===== config.mk =====
export PLATFORM = sky130hd
export DESIGN_NAME = nine_bit_multidrop_slave_core_flat
export DESIGN_NICKNAME = d
export VERILOG_FILES = /design/src/hdl/nbms_pkg.sv /design/src/hdl/nbms_if.sv /design/src/hdl/nbms_engine.sv /design/src/hdl/nine_bit_multidrop_slave_core.sv /design/src/flat_wrapper.sv
export SDC_FILE = /design/constraint.sdc
export NUM_CORES = 1
export LEC_CHECK = 0
export BUFFER_PORTS_ARGS = -buffer_cell sky130_fd_sc_hd__clkbuf_2
export CAP_MARGIN = 30
export CELL_PAD_IN_SITES_DETAIL_PLACEMENT = 2
export CELL_PAD_IN_SITES_GLOBAL_PLACEMENT = 2
export CORE_ASPECT_RATIO = 0.6
export CORE_MARGIN = 10
export CORE_UTILIZATION = 37
export CTS_CLUSTER_SIZE = 30
export DETAILED_ROUTE_END_ITERATION = 8
export GPL_TIMING_DRIVEN = 0
export MAX_ROUTING_LAYER = met4
export PLACE_DENSITY_LB_ADDON = 0.05
export SKIP_LAST_GASP = 1
export SLEW_MARGIN = 20
export SYNTH_ARGS = -nofsm -noshare
export SYNTH_HDL_FRONTEND = slang
export SYNTH_SLANG_ARGS = --single-unit

===== constraint.sdc =====
create_clock -name clk -period 3.1 [get_ports clk]
set_input_delay 0.465 -clock clk [delete_from_list [all_inputs] [get_ports clk]]
set_output_delay 0.465 -clock clk [all_outputs]
set_load 0.03 [all_outputs]

===== src/hdl/nbms_pkg.sv =====
`timescale 1ns / 1ps
`default_nettype none
// Package for the nine-bit multidrop slave: field types, action codes and
// the input word and result word structures. Depends on nothing.
package nbms_pkg;

  localparam logic [6:0] DEVICE_ID_RESET = 7'd10;

  typedef logic [8:0] bus_word_t;
  typedef logic [7:0] byte_t;
  typedef logic [6:0] dev_id_t;

  typedef enum logic [2:0] {
    ACT_NONE    = 3'd0,
    ACT_DISCARD = 3'd1,
    ACT_BEGIN   = 3'd2,
    ACT_STORE   = 3'd3,
    ACT_COMMIT  = 3'd4,
    ACT_REJECT  = 3'd5
  } action_t;

  typedef enum logic [0:0] {
    CMD_WORD = 1'b0,
    CMD_SLOT = 1'b1
  } cmd_t;

  typedef enum logic [0:0] {
    CFG_DEVICE_ID    = 1'b0,
    CFG_WAIT_FOR_ACK = 1'b1
  } cfg_index_t;

  typedef enum logic [4:0] {
    ST_LISTEN  = 5'b00001,
    ST_POLL    = 5'b00010,
    ST_RECEIVE = 5'b00100,
    ST_SEND    = 5'b01000,
    ST_WAITACK = 5'b10000
  } state_t;

  typedef struct packed {
    cmd_t      cmd;
    bus_word_t rx_word;
    logic      framing_error;
    logic      rx_room;
    byte_t     tx_pending;
    byte_t     tx_data;
  } item_t;

  typedef struct packed {
    action_t action;
    byte_t   rx_byte;
    logic    rx_text;
    logic    rx_bcast;
    logic    tx_start;
    byte_t   tx_count;
    logic    tx_valid;
    byte_t   tx_byte;
    logic    tx_release;
  } result_t;

endpackage
`default_nettype wire


===== src/hdl/nbms_if.sv =====
`timescale 1ns / 1ps
`default_nettype none
// Channel interfaces of the nine-bit multidrop slave: input words, result
// words and configuration writes. Depends on nbms_pkg.
interface nbms_in_if;
  logic                 valid;
  logic                 ready;
  nbms_pkg::cmd_t       cmd;
  nbms_pkg::bus_word_t  rx_word;
  logic                 framing_error;
  logic                 rx_room;
  nbms_pkg::byte_t      tx_pending;
  nbms_pkg::byte_t      tx_data;
  modport source (output valid, cmd, rx_word, framing_error, rx_room, tx_pending, tx_data,
                  input ready);
  modport sink (input valid, cmd, rx_word, framing_error, rx_room, tx_pending, tx_data,
                output ready);
endinterface

interface nbms_out_if;
  logic                 valid;
  logic                 ready;
  nbms_pkg::action_t    action;
  nbms_pkg::byte_t      rx_byte;
  logic                 rx_text;
  logic                 rx_bcast;
  logic                 tx_start;
  nbms_pkg::byte_t      tx_count;
  logic                 tx_valid;
  nbms_pkg::byte_t      tx_byte;
  logic                 tx_release;
  modport source (output valid, action, rx_byte, rx_text, rx_bcast, tx_start,
                  tx_count, tx_valid, tx_byte, tx_release, input ready);
  modport sink (input valid, action, rx_byte, rx_text, rx_bcast, tx_start,
                tx_count, tx_valid, tx_byte, tx_release, output ready);
endinterface

interface nbms_cfg_if;
  logic                   valid;
  logic                   ready;
  nbms_pkg::cfg_index_t   index;
  nbms_pkg::dev_id_t      data;
  modport source (output valid, index, data, input ready);
  modport sink (input valid, index, data, output ready);
endinterface
`default_nettype wire


===== src/hdl/nbms_engine.sv =====
`timescale 1ns / 1ps
`default_nettype none
// Protocol engine of the nine-bit multidrop slave: frame state and the
// one-word step that yields a result word. Depends on nbms_pkg.
module nbms_engine (
  input  wire logic              clk,
  input  wire logic              rst_n,
  input  wire logic              en,
  input  wire nbms_pkg::item_t   item,
  input  wire nbms_pkg::dev_id_t device_id,
  input  wire logic              wait_for_ack,
  output nbms_pkg::result_t      res
);
  import nbms_pkg::*;

  state_t     state_r, state_nxt, eff_state;
  byte_t      sum_r, sum_nxt;
  logic [6:0] count_r, count_nxt, count_inc;
  logic [5:0] len_r, len_nxt;
  logic       bcast_r, bcast_nxt;
  logic       text_r, text_nxt;
  byte_t      remain_r, remain_nxt, remain_dec;
  bus_word_t  w;

  assign w          = item.rx_word;
  assign count_inc  = count_r + 7'd1;
  assign remain_dec = remain_r - 8'd1;

  always_comb begin
    state_nxt  = state_r;
    sum_nxt    = sum_r;
    count_nxt  = count_r;
    len_nxt    = len_r;
    bcast_nxt  = bcast_r;
    text_nxt   = text_r;
    remain_nxt = remain_r;
    res        = '0;
    eff_state  = w[8] ? ST_LISTEN : state_r;
    if (item.cmd == CMD_SLOT) begin
      if (state_r == ST_SEND) begin
        res.tx_valid = 1'b1;
        res.tx_byte  = item.tx_data;
        remain_nxt   = remain_dec;
        if (remain_dec == 8'd0) begin
          if (wait_for_ack) begin
            state_nxt = ST_WAITACK;
          end else begin
            res.tx_release = 1'b1;
            state_nxt      = ST_LISTEN;
          end
        end
      end
    end else if (item.framing_error) begin
      state_nxt  = ST_LISTEN;
      res.action = ACT_DISCARD;
    end else begin
      case (eff_state)
        ST_POLL: begin
          state_nxt = ST_LISTEN;
          if (w == {2'b01, device_id}) begin
            res.tx_start = 1'b1;
            if (item.tx_pending == 8'd0) begin
              res.tx_count = 8'd1;
              res.tx_valid = 1'b1;
            end else begin
              res.tx_count = item.tx_pending;
              remain_nxt   = item.tx_pending;
              state_nxt    = ST_SEND;
            end
          end
        end
        ST_RECEIVE: begin
          sum_nxt   = sum_r + w[7:0];
          count_nxt = count_inc;
          if (count_inc == 7'd2) begin
            len_nxt  = w[5:0];
            text_nxt = w[7];
          end else if (count_inc == {1'b0, len_r} + 7'd3) begin
            state_nxt = ST_LISTEN;
            if (sum_nxt == 8'd0) begin
              res.action   = ACT_COMMIT;
              res.rx_text  = text_r;
              res.rx_bcast = bcast_r;
              res.tx_byte  = 8'd0;
            end else begin
              res.action  = ACT_REJECT;
              res.tx_byte = 8'd1;
            end
            if (!bcast_r) begin
              res.tx_start = 1'b1;
              res.tx_count = 8'd1;
              res.tx_valid = 1'b1;
            end else begin
              res.tx_byte = 8'd0;
            end
          end else begin
            res.action  = ACT_STORE;
            res.rx_byte = w[7:0];
          end
        end
        ST_SEND: begin
          state_nxt = ST_LISTEN;
        end
        ST_WAITACK: begin
          res.tx_release = (w == 9'd0);
          state_nxt      = ST_LISTEN;
        end
        default: begin
          state_nxt = ST_LISTEN;
          if (w == {2'b10, device_id} || w == 9'h100) begin
            if (item.rx_room) begin
              state_nxt  = ST_RECEIVE;
              count_nxt  = 7'd1;
              sum_nxt    = w[7:0];
              bcast_nxt  = (w == 9'h100);
              res.action = ACT_BEGIN;
            end
          end else if (w == {2'b11, device_id}) begin
            state_nxt = ST_POLL;
          end else begin
            res.action = ACT_DISCARD;
          end
        end
      endcase
    end
  end

  always_ff @(posedge clk) begin
    if (!rst_n) begin
      state_r  <= ST_LISTEN;
      sum_r    <= '0;
      count_r  <= '0;
      len_r    <= '0;
      bcast_r  <= 1'b0;
      text_r   <= 1'b0;
      remain_r <= '0;
    end else if (en) begin
      state_r  <= state_nxt;
      sum_r    <= sum_nxt;
      count_r  <= count_nxt;
      len_r    <= len_nxt;
      bcast_r  <= bcast_nxt;
      text_r   <= text_nxt;
      remain_r <= remain_nxt;
    end
  end

  a_store_stays: assert property (@(posedge clk) disable iff (!rst_n)
    en && res.action == ACT_STORE |=> state_r == ST_RECEIVE)
    else $error("store byte left the receive state");
  a_bcast_silent: assert property (@(posedge clk) disable iff (!rst_n)
    res.action == ACT_COMMIT && res.rx_bcast |-> !res.tx_valid)
    else $error("broadcast frame was answered");
  a_begin_counts: assert property (@(posedge clk) disable iff (!rst_n)
    en && res.action == ACT_BEGIN |=> count_r == 7'd1)
    else $error("frame start did not reset the word count");
  a_slot_only_send: assert property (@(posedge clk) disable iff (!rst_n)
    item.cmd == CMD_SLOT && state_r != ST_SEND |-> res == '0)
    else $error("transmit slot acted outside sending");

endmodule
`default_nettype wire


===== src/hdl/nine_bit_multidrop_slave_core.sv =====
`timescale 1ns / 1ps
`default_nettype none
// Nine-bit multidrop bus slave, top level.
// Channels: in_bus takes one word per event, either a received bus word or a
// free transmit slot, with the receiver flags and the transmit buffer status.
// out_bus returns exactly one result word for every input word, in order,
// telling the host what to do with the receive buffer and the bus driver.
// cfg_bus writes the device address (index 0) and the wait-for-ack flag
// (index 1); it is always ready. The user must write it only while the block
// is idle; the block does not enforce this. A word accepted from in_bus sits
// in the input register, passes the protocol engine and its result word is
// captured in the result register. Throughput is one word per cycle while
// out_bus is ready; the engine state update is a single compare-and-add step
// between the registers. After reset the slave listens with address 10,
// wait-for-ack off, and both pipeline registers empty. When the receiver
// stalls, the result register holds its word, the input register keeps one
// more, and in_bus.ready drops until out_bus.ready returns.
// Depends on nbms_pkg, nbms_if and nbms_engine.
module nine_bit_multidrop_slave_core (
  input  wire logic  clk,
  input  wire logic  rst_n,
  nbms_in_if.sink    in_bus,
  nbms_out_if.source out_bus,
  nbms_cfg_if.sink   cfg_bus
);
  import nbms_pkg::*;

  logic    in_vld_r;
  item_t   in_item_r;
  logic    out_vld_r;
  result_t out_res_r;
  result_t eng_res;
  dev_id_t device_id_r;
  logic    wait_for_ack_r;
  logic    advance;
  item_t   in_item;

  assign advance       = in_vld_r && (!out_vld_r || out_bus.ready);
  assign in_bus.ready  = !in_vld_r || advance;
  assign cfg_bus.ready = 1'b1;

  assign in_item.cmd           = in_bus.cmd;
  assign in_item.rx_word       = in_bus.rx_word;
  assign in_item.framing_error = in_bus.framing_error;
  assign in_item.rx_room       = in_bus.rx_room;
  assign in_item.tx_pending    = in_bus.tx_pending;
  assign in_item.tx_data       = in_bus.tx_data;

  always_ff @(posedge clk) begin
    if (!rst_n) begin
      device_id_r    <= DEVICE_ID_RESET;
      wait_for_ack_r <= 1'b0;
    end else if (cfg_bus.valid) begin
      case (cfg_bus.index)
        CFG_DEVICE_ID:    device_id_r    <= cfg_bus.data;
        CFG_WAIT_FOR_ACK: wait_for_ack_r <= cfg_bus.data[0];
        default:          device_id_r    <= device_id_r;
      endcase
    end
  end

  always_ff @(posedge clk) begin
    if (!rst_n) begin
      in_vld_r <= 1'b0;
    end else if (in_bus.ready) begin
      in_vld_r <= in_bus.valid;
    end
  end

  always_ff @(posedge clk) begin
    if (in_bus.valid && in_bus.ready) begin
      in_item_r <= in_item;
    end
  end

  nbms_engine u_engine (
    .clk          (clk),
    .rst_n        (rst_n),
    .en           (advance),
    .item         (in_item_r),
    .device_id    (device_id_r),
    .wait_for_ack (wait_for_ack_r),
    .res          (eng_res)
  );

  always_ff @(posedge clk) begin
    if (!rst_n) begin
      out_vld_r <= 1'b0;
    end else if (advance) begin
      out_vld_r <= 1'b1;
    end else if (out_bus.ready) begin
      out_vld_r <= 1'b0;
    end
  end

  always_ff @(posedge clk) begin
    if (advance) begin
      out_res_r <= eng_res;
    end
  end

  assign out_bus.valid      = out_vld_r;
  assign out_bus.action     = out_res_r.action;
  assign out_bus.rx_byte    = out_res_r.rx_byte;
  assign out_bus.rx_text    = out_res_r.rx_text;
  assign out_bus.rx_bcast   = out_res_r.rx_bcast;
  assign out_bus.tx_start   = out_res_r.tx_start;
  assign out_bus.tx_count   = out_res_r.tx_count;
  assign out_bus.tx_valid   = out_res_r.tx_valid;
  assign out_bus.tx_byte    = out_res_r.tx_byte;
  assign out_bus.tx_release = out_res_r.tx_release;

  a_stall_only: assert property (@(posedge clk) disable iff (!rst_n)
    !in_bus.ready |-> in_vld_r && out_vld_r && !out_bus.ready)
    else $error("input stalled without a full pipeline");
  a_start_sends: assert property (@(posedge clk) disable iff (!rst_n)
    out_vld_r && out_res_r.tx_start && out_res_r.action != ACT_NONE |-> out_res_r.tx_valid)
    else $error("frame answer started without a byte");
  a_release_quiet: assert property (@(posedge clk) disable iff (!rst_n)
    out_vld_r && out_res_r.tx_release |-> out_res_r.action == ACT_NONE)
    else $error("release combined with a receive action");
  a_advance_fills: assert property (@(posedge clk) disable iff (!rst_n)
    advance |=> out_vld_r)
    else $error("processed word produced no result");

endmodule
`default_nettype wire

===== src/flat_wrapper.sv =====
// flat-port wrapper written by rule: the top's interface ports become plain ports
module nine_bit_multidrop_slave_core_flat import nbms_pkg::*;
  (clk, rst_n, in_bus_valid, in_bus_cmd, in_bus_rx_word, in_bus_framing_error, in_bus_rx_room, in_bus_tx_pending, in_bus_tx_data, in_bus_ready, out_bus_valid, out_bus_action, out_bus_rx_byte, out_bus_rx_text, out_bus_rx_bcast, out_bus_tx_start, out_bus_tx_count, out_bus_tx_valid, out_bus_tx_byte, out_bus_tx_release, out_bus_ready, cfg_bus_valid, cfg_bus_index, cfg_bus_data, cfg_bus_ready);
  nbms_in_if in_bus_i ();
  nbms_out_if out_bus_i ();
  nbms_cfg_if cfg_bus_i ();
  input  wire logic clk;
  input  wire logic rst_n;
  input wire logic [$bits(in_bus_i.valid)-1:0] in_bus_valid;
  input wire logic [$bits(in_bus_i.cmd)-1:0] in_bus_cmd;
  input wire logic [$bits(in_bus_i.rx_word)-1:0] in_bus_rx_word;
  input wire logic [$bits(in_bus_i.framing_error)-1:0] in_bus_framing_error;
  input wire logic [$bits(in_bus_i.rx_room)-1:0] in_bus_rx_room;
  input wire logic [$bits(in_bus_i.tx_pending)-1:0] in_bus_tx_pending;
  input wire logic [$bits(in_bus_i.tx_data)-1:0] in_bus_tx_data;
  output wire logic [$bits(in_bus_i.ready)-1:0] in_bus_ready;
  output wire logic [$bits(out_bus_i.valid)-1:0] out_bus_valid;
  output wire logic [$bits(out_bus_i.action)-1:0] out_bus_action;
  output wire logic [$bits(out_bus_i.rx_byte)-1:0] out_bus_rx_byte;
  output wire logic [$bits(out_bus_i.rx_text)-1:0] out_bus_rx_text;
  output wire logic [$bits(out_bus_i.rx_bcast)-1:0] out_bus_rx_bcast;
  output wire logic [$bits(out_bus_i.tx_start)-1:0] out_bus_tx_start;
  output wire logic [$bits(out_bus_i.tx_count)-1:0] out_bus_tx_count;
  output wire logic [$bits(out_bus_i.tx_valid)-1:0] out_bus_tx_valid;
  output wire logic [$bits(out_bus_i.tx_byte)-1:0] out_bus_tx_byte;
  output wire logic [$bits(out_bus_i.tx_release)-1:0] out_bus_tx_release;
  input wire logic [$bits(out_bus_i.ready)-1:0] out_bus_ready;
  input wire logic [$bits(cfg_bus_i.valid)-1:0] cfg_bus_valid;
  input wire logic [$bits(cfg_bus_i.index)-1:0] cfg_bus_index;
  input wire logic [$bits(cfg_bus_i.data)-1:0] cfg_bus_data;
  output wire logic [$bits(cfg_bus_i.ready)-1:0] cfg_bus_ready;
  assign in_bus_i.valid = in_bus_valid;
  assign in_bus_i.cmd = in_bus_cmd;
  assign in_bus_i.rx_word = in_bus_rx_word;
  assign in_bus_i.framing_error = in_bus_framing_error;
  assign in_bus_i.rx_room = in_bus_rx_room;
  assign in_bus_i.tx_pending = in_bus_tx_pending;
  assign in_bus_i.tx_data = in_bus_tx_data;
  assign in_bus_ready = in_bus_i.ready;
  assign out_bus_valid = out_bus_i.valid;
  assign out_bus_action = out_bus_i.action;
  assign out_bus_rx_byte = out_bus_i.rx_byte;
  assign out_bus_rx_text = out_bus_i.rx_text;
  assign out_bus_rx_bcast = out_bus_i.rx_bcast;
  assign out_bus_tx_start = out_bus_i.tx_start;
  assign out_bus_tx_count = out_bus_i.tx_count;
  assign out_bus_tx_valid = out_bus_i.tx_valid;
  assign out_bus_tx_byte = out_bus_i.tx_byte;
  assign out_bus_tx_release = out_bus_i.tx_release;
  assign out_bus_i.ready = out_bus_ready;
  assign cfg_bus_i.valid = cfg_bus_valid;
  assign cfg_bus_i.index = cfg_bus_index;
  assign cfg_bus_i.data = cfg_bus_data;
  assign cfg_bus_ready = cfg_bus_i.ready;
  nine_bit_multidrop_slave_core u_core (.clk(clk), .rst_n(rst_n), .in_bus(in_bus_i), .out_bus(out_bus_i), .cfg_bus(cfg_bus_i));
endmodule

* Word-level counts from Yosys, hierarchy flattened *
Cells that the tools add are included.

storage, ports and cells
  input bits = 41
  bits in registers = 106

operators by class
  multiplexer cells = 53
  $add $sub $neg = 4
  reductions and logical operators = 29
  bitwise operators = 8
  equality and inequality tests = 17

operators by type and width
  cell                  count
  $mux W8               12
  $mux W10              5
  $mux W5               9
  $mux W31              1
  $logic_not A8 Y1      3
  $mux W20              1
  $pmux W10 S2          1
  $eq A9 B9 Y1          2
  $reduce_and A6 Y1     3
  $pmux W8 S2           1
  $pmux W5 S3           1
  $mux W7               2
  $pmux W7 S2           1
  $eq A5 B4 Y1 const B  2
  $mux W1               10
  $reduce_and A5 Y1     2
  $reduce_bool A2 Y1    5
  $eq A9 B8 Y1          1
  $eq A9 B9 Y1 const B  1
  $logic_not A9 Y1      1
  $mux W3               3
  $add A8 B8 Y8         1
  $mux W4               2
  $ne A4 B2 Y1 const B  2
  other kinds (22)      39

* Logic depth before layout (Yosys ltp) *
  depth in word-level cells = 9
  mapped depth = 10
  gate-level depth less buffers = 10

* By module *
From an unflattened synthesis, not the netlist that was laid out.

unflattened totals
  cell total of the unflattened synthesis = 525
  area, all modules = 5,420.2 sq um

by module, submodules not included
  module                         area an instance (sq um)  seq. area each (sq um)  instances  cells an instance
  nbms_engine                    3,181.8                   720.7                   1          419
  nine_bit_multidrop_slave_core  2,238.4                   2,001.9                 1          106

* Worst setup path before layout *
OpenSTA, ideal clock, no wires.

  path type = flip-flop to flip-flop
  start = reg u_core.out_vld_r (netlist: u_core.out_bus.valid)
  end = reg u_core.u_engine.len_r[3]
  cell stages (with the launch flop) = 10
  arrival = 2.509 ns
  clock period less this slack = 2.637 ns
  path slack = 0.463 ns
  setup time = 0.128 ns
  cells stage by stage = dfxtp_1 -> nor2b_1 -> nand2b_1 -> inv_1 -> nand2_1 -> nor2_1 -> and2_1 -> buf_2 -> mux2i_1 -> nor2_1

on the way
  word-level cells in the longest chain between the ends = 4

RTL lines
  item                                line                                 source
  from (decl)                         nine_bit_multidrop_slave_core.sv:30  logic out_vld_r;
  from (signal assigned)              nine_bit_multidrop_slave_core.sv:88  out_vld_r <= 1'b0;
  from (signal assigned)              nine_bit_multidrop_slave_core.sv:90  out_vld_r <= 1'b1;
  from (signal assigned)              nine_bit_multidrop_slave_core.sv:92  out_vld_r <= 1'b0;
  $logic_not A1 Y1                    nine_bit_multidrop_slave_core.sv:38  assign advance = in_vld_r && (!out_vld_r || out_bus.ready);
  $logic_or A1 B1 Y1                  nine_bit_multidrop_slave_core.sv:38
  $logic_and A1 B1 Y1                 nine_bit_multidrop_slave_core.sv:38
  via u_core.advance                  nine_bit_multidrop_slave_core.sv:35  logic advance;
  $reduce_and A5 Y1 (no source line)  n/a
  to (signal assigned)                nbms_engine.sv:141                   len_r <= len_nxt;
  to (decl)                           nbms_engine.sv:19                    logic [5:0] len_r, len_nxt;

The timed path passes the listed nets, and every way through them passes these cells.
A chain may end at the register's enable or synchronous reset.

==> results.sh <==
export IMPL_seqPwrFrac=0.525
export IMPL_wl_per_cell_um=23.75
export IMPL_outcome="finished, final reports clean"
export IMPL_hold_buffers=0
export IMPL_start_util=0.3824
export IMPL_cts_htree_levels=3
export IMPL_required_ns=3.21
export IMPL_start_kind="register"
export IMPL_hold_viol=0
export IMPL_rows=33
export IMPL_syn_mean_instance_area_um2=10.21
export IMPL_clkTransAtPathRegs_ns=0.08
export IMPL_synthCells=518
export IMPL_cap_violations=0
export IMPL_ys_seq_elements=106
export IMPL_clock_latency_ns=0.35
export IMPL_relSlewSlack=0.4356
export IMPL_r2r_end="u_core.out_bus.tx_byte[0]"
export IMPL_area_growth_pct=18.41
export IMPL_cts_root_buf="clkbuf_16"
export IMPL_viasPerCell=5.556
export IMPL_worst_setup_path_type="reg2reg"
export IMPL_fin_ws_ns=0.1525
export IMPL_grt_pass1_vias=4838
export IMPL_drive_gt1_frac=0.1987
export IMPL_clockBufferDepth=2
export IMPL_cts_inserted_buffers=9
export IMPL_cts_tree="built"
export IMPL_swShare=0.2512
export IMPL_p_per_area_nw_per_um2=476.9
export IMPL_die_h_um=112.6
export IMPL_dp_cells=783
export IMPL_rr_startpoint="u_core.u_engine.sum_r[0]"
export IMPL_p_sw_uw=750.3
export IMPL_synthTopCellsByArea="edfxtp_1 (34%), dfxtp_1 (17%), xnor2_1 (3.3%)"
export IMPL_synth_cell_types=66
export IMPL_synth_top_area_frac=0.3407
export IMPL_gp_congestion=0.8269
export IMPL_synth_edf_count=60
export IMPL_final_cell_mix="clkbuf_2 (73), edfxtp_1 (60), dfxtp_1 (46)"
export IMPL_use_met3=0.04552
export IMPL_wirelength_mm=19.02
export IMPL_ff2ff_path_depth=10
export IMPL_grt_overflow=0
export IMPL_rsz0062_at_grt="true"
export IMPL_clock_skew_ns=0.01050
export IMPL_antennaDiodeCount=0
export IMPL_dp_slack_ns=-0.1312
export IMPL_layout_commonest_cell="clkbuf_2"
export IMPL_hold_slack_ns=0.2879
export IMPL_grt_pass1_wl_mm=29.57
export IMPL_dieArea_um2=19630
export IMPL_antenna_found_initial=1
export IMPL_core_um2=13830
export IMPL_yosysSeqAreaShare=0.5148
export IMPL_crit_arrival_ns=3.06
export IMPL_comb_power_share=0.073
export IMPL_grt_use_met2=0.2868
export IMPL_ys_flop_type="edfxtp_1"
export IMPL_grt_busiest_layer="met2"
export IMPL_hp_class="in2reg"
export IMPL_io_buffers=73
export IMPL_dr_pass1_iters=4
export IMPL_die_w_um=174.4
export IMPL_p_int_uw=2236
export IMPL_vias=4450
export IMPL_finalNonFillerCells=801
export IMPL_hpwl_mm=14.38
export IMPL_synth_top_cell_by_area="edfxtp_1"
export IMPL_peakVddDrop_mv=0.2607
export IMPL_use_met1=0.2755
export IMPL_tns_ns=0
export IMPL_clock_power_share=0.402
export IMPL_grt_max_degree=36
export IMPL_drtAntennaViolNets=0
export IMPL_hold_path_startpoint="in_bus_rx_word[2]"
export IMPL_drv_slew=0
export IMPL_post_route_drc_count=0
export IMPL_ys_warn_count=0
export IMPL_critPathCapture="u_core.out_bus.tx_byte[0]"
export IMPL_cts_sinks=106
export IMPL_path_max_fanout=3
export IMPL_cp_startpoint="u_core.u_engine.sum_r[0]"
export IMPL_tightest_slew_ns=0.8396
export IMPL_synth_nets=572
export IMPL_fmax_mhz=339.3
export IMPL_ios=76
export IMPL_setup_viol=0
export IMPL_power_leakage_uw=0.002404
export IMPL_layout_nets=658
export IMPL_end_kind="register"
export IMPL_first_iter_violations=241
export IMPL_synthArstFlopShare=0
export IMPL_period_minus_slack_ns=2.948
export IMPL_post_route_period_util=0.9508
export IMPL_netlist_area_um2=5289
export IMPL_reg2reg_slack_ns=0.15
export IMPL_track_usage=0.1985
[cells in the mapped netlist (4+ instances only)]
master and instances:
a311oi_1 5, o21ai_0 27, and2_1 23, buf_2 6, a21oi_1 24, nor3_1 9
nand4_1 9, clkbuf_1 17, or4_1 4, xnor2_1 20, and3_1 19, nor4_1 7
edfxtp_1 60, nand3b_1 4, a21boi_0 8, a211oi_1 4, nand2b_1 6, dfxtp_1 46
nor2b_1 8, nand2_1 41, nor3b_1 4, ha_1 12, o211ai_1 6, inv_1 20
nor2_1 43, nand3_1 10, xor2_1 9, mux2i_1 10
[kinds of logic after synthesis]
| group | Yosys count | share of synthesized area |
|---|---|---|
| AOI/OAI and AO/OA | 111 | 0.1408 |
| xor gates and xnor gates | 30 | 0.05110 |
| adders and majority gates | 13 | 0.03217 |
| buffers and inverters | 45 | 0.03407 |
| DFF | 106 | 0.5148 |
| muxes | 11 | 0.02106 |
| other | 1 | 0.0007090 |
| and+or+nand+nor | 201 | 0.2053 |
[worst min path at each step]
| stage | end | cells past startpoint |
|---|---|---|
| global placement | u_core.u_engine.sum_r[7] | 1 |
| detailed placement | u_core.u_engine.sum_r[7] | 1 |
| floorplan | u_core.u_engine.sum_r[7] | 1 |
| global route | u_core.in_item_r[20] | 1 |
| finish | u_core.in_item_r[20] | 1 |
| CTS | u_core.in_item_r[16] | 1 |
[repair_timing]
item,4_1_cts,5_1_grt
cloned,0,0
setup buffers,3,0
setup endpoints to repair,14,31
gates resized for setup,2,7
[final cells by class]
cell class / instances / area (um2)
fill: 1525 / 7570
clock buffer: 10 / 229.0
tap: 192 / 240.2
buffer: 23 / 97.59
inverter: 21 / 78.83
timing repair buffer: 76 / 387.9
multi-input combinational: 367 / 2435
clock inverter: 6 / 71.32
sequential: 106 / 2723
[routing by layer]
| layer | part of all wire | vias up |
|---|---|---|
| li1 | - | 2057 |
| met2 | 0.43 | 123 |
| met4 | 0.013 | 0 |
| met3 | 0.054 | 17 |
| met1 | 0.50 | 2253 |
| met5 | 0 | - |
[sequential cells by signal (all words and copies together), names as in the netlist, 3 cells and up]
signal,cells
u_core.in_item_r,28
u_core.out_bus.tx_count,8
u_core.u_engine.remain_r,8
u_core.u_engine.sum_r,8
u_core.u_engine.state_r,5
u_core.u_engine.count_r,7
u_core.out_bus.action,3
u_core.out_bus.rx_byte,8
u_core.out_bus.tx_byte,8
u_core.device_id_r,7
u_core.u_engine.len_r,6
[worst max-delay path, cell delays in order, from the launching register on]
cell and delay, ns:
dfxtp_1 0.36, ha_1 0.28, inv_1 0.10, fa_1 0.44, nand2b_1 0.22, a21oi_2 0.23, nor4_1 0.09, a311oi_2 0.34
nand2b_1 0.12, nand3b_1 0.23, a32o_1 0.30
[through the flow]
step,util,cell area [um2],total power (uW)
after floorplan,-,5289,1701
after global placement,0.4261,5894,1796
after detailed placement,0.4267,5902,1812
after CTS,0.4506,6232,3004
after global routing,0.4527,6262,3098
final,0.4527,6262,2986
[power groups by stage]
stage / clock (uW) / combinational, uW / sequential, uW
2_1_floorplan: 0 / 89.4 / 1610
3_3_place_gp: 0 / 196 / 1600
3_5_place_dp: 0 / 207 / 1600
4_1_cts: 1220 / 218 / 1570
5_1_grt: 1290 / 237 / 1570
6_report: 1200 / 218 / 1570
(Power assumes the default switching activity.)
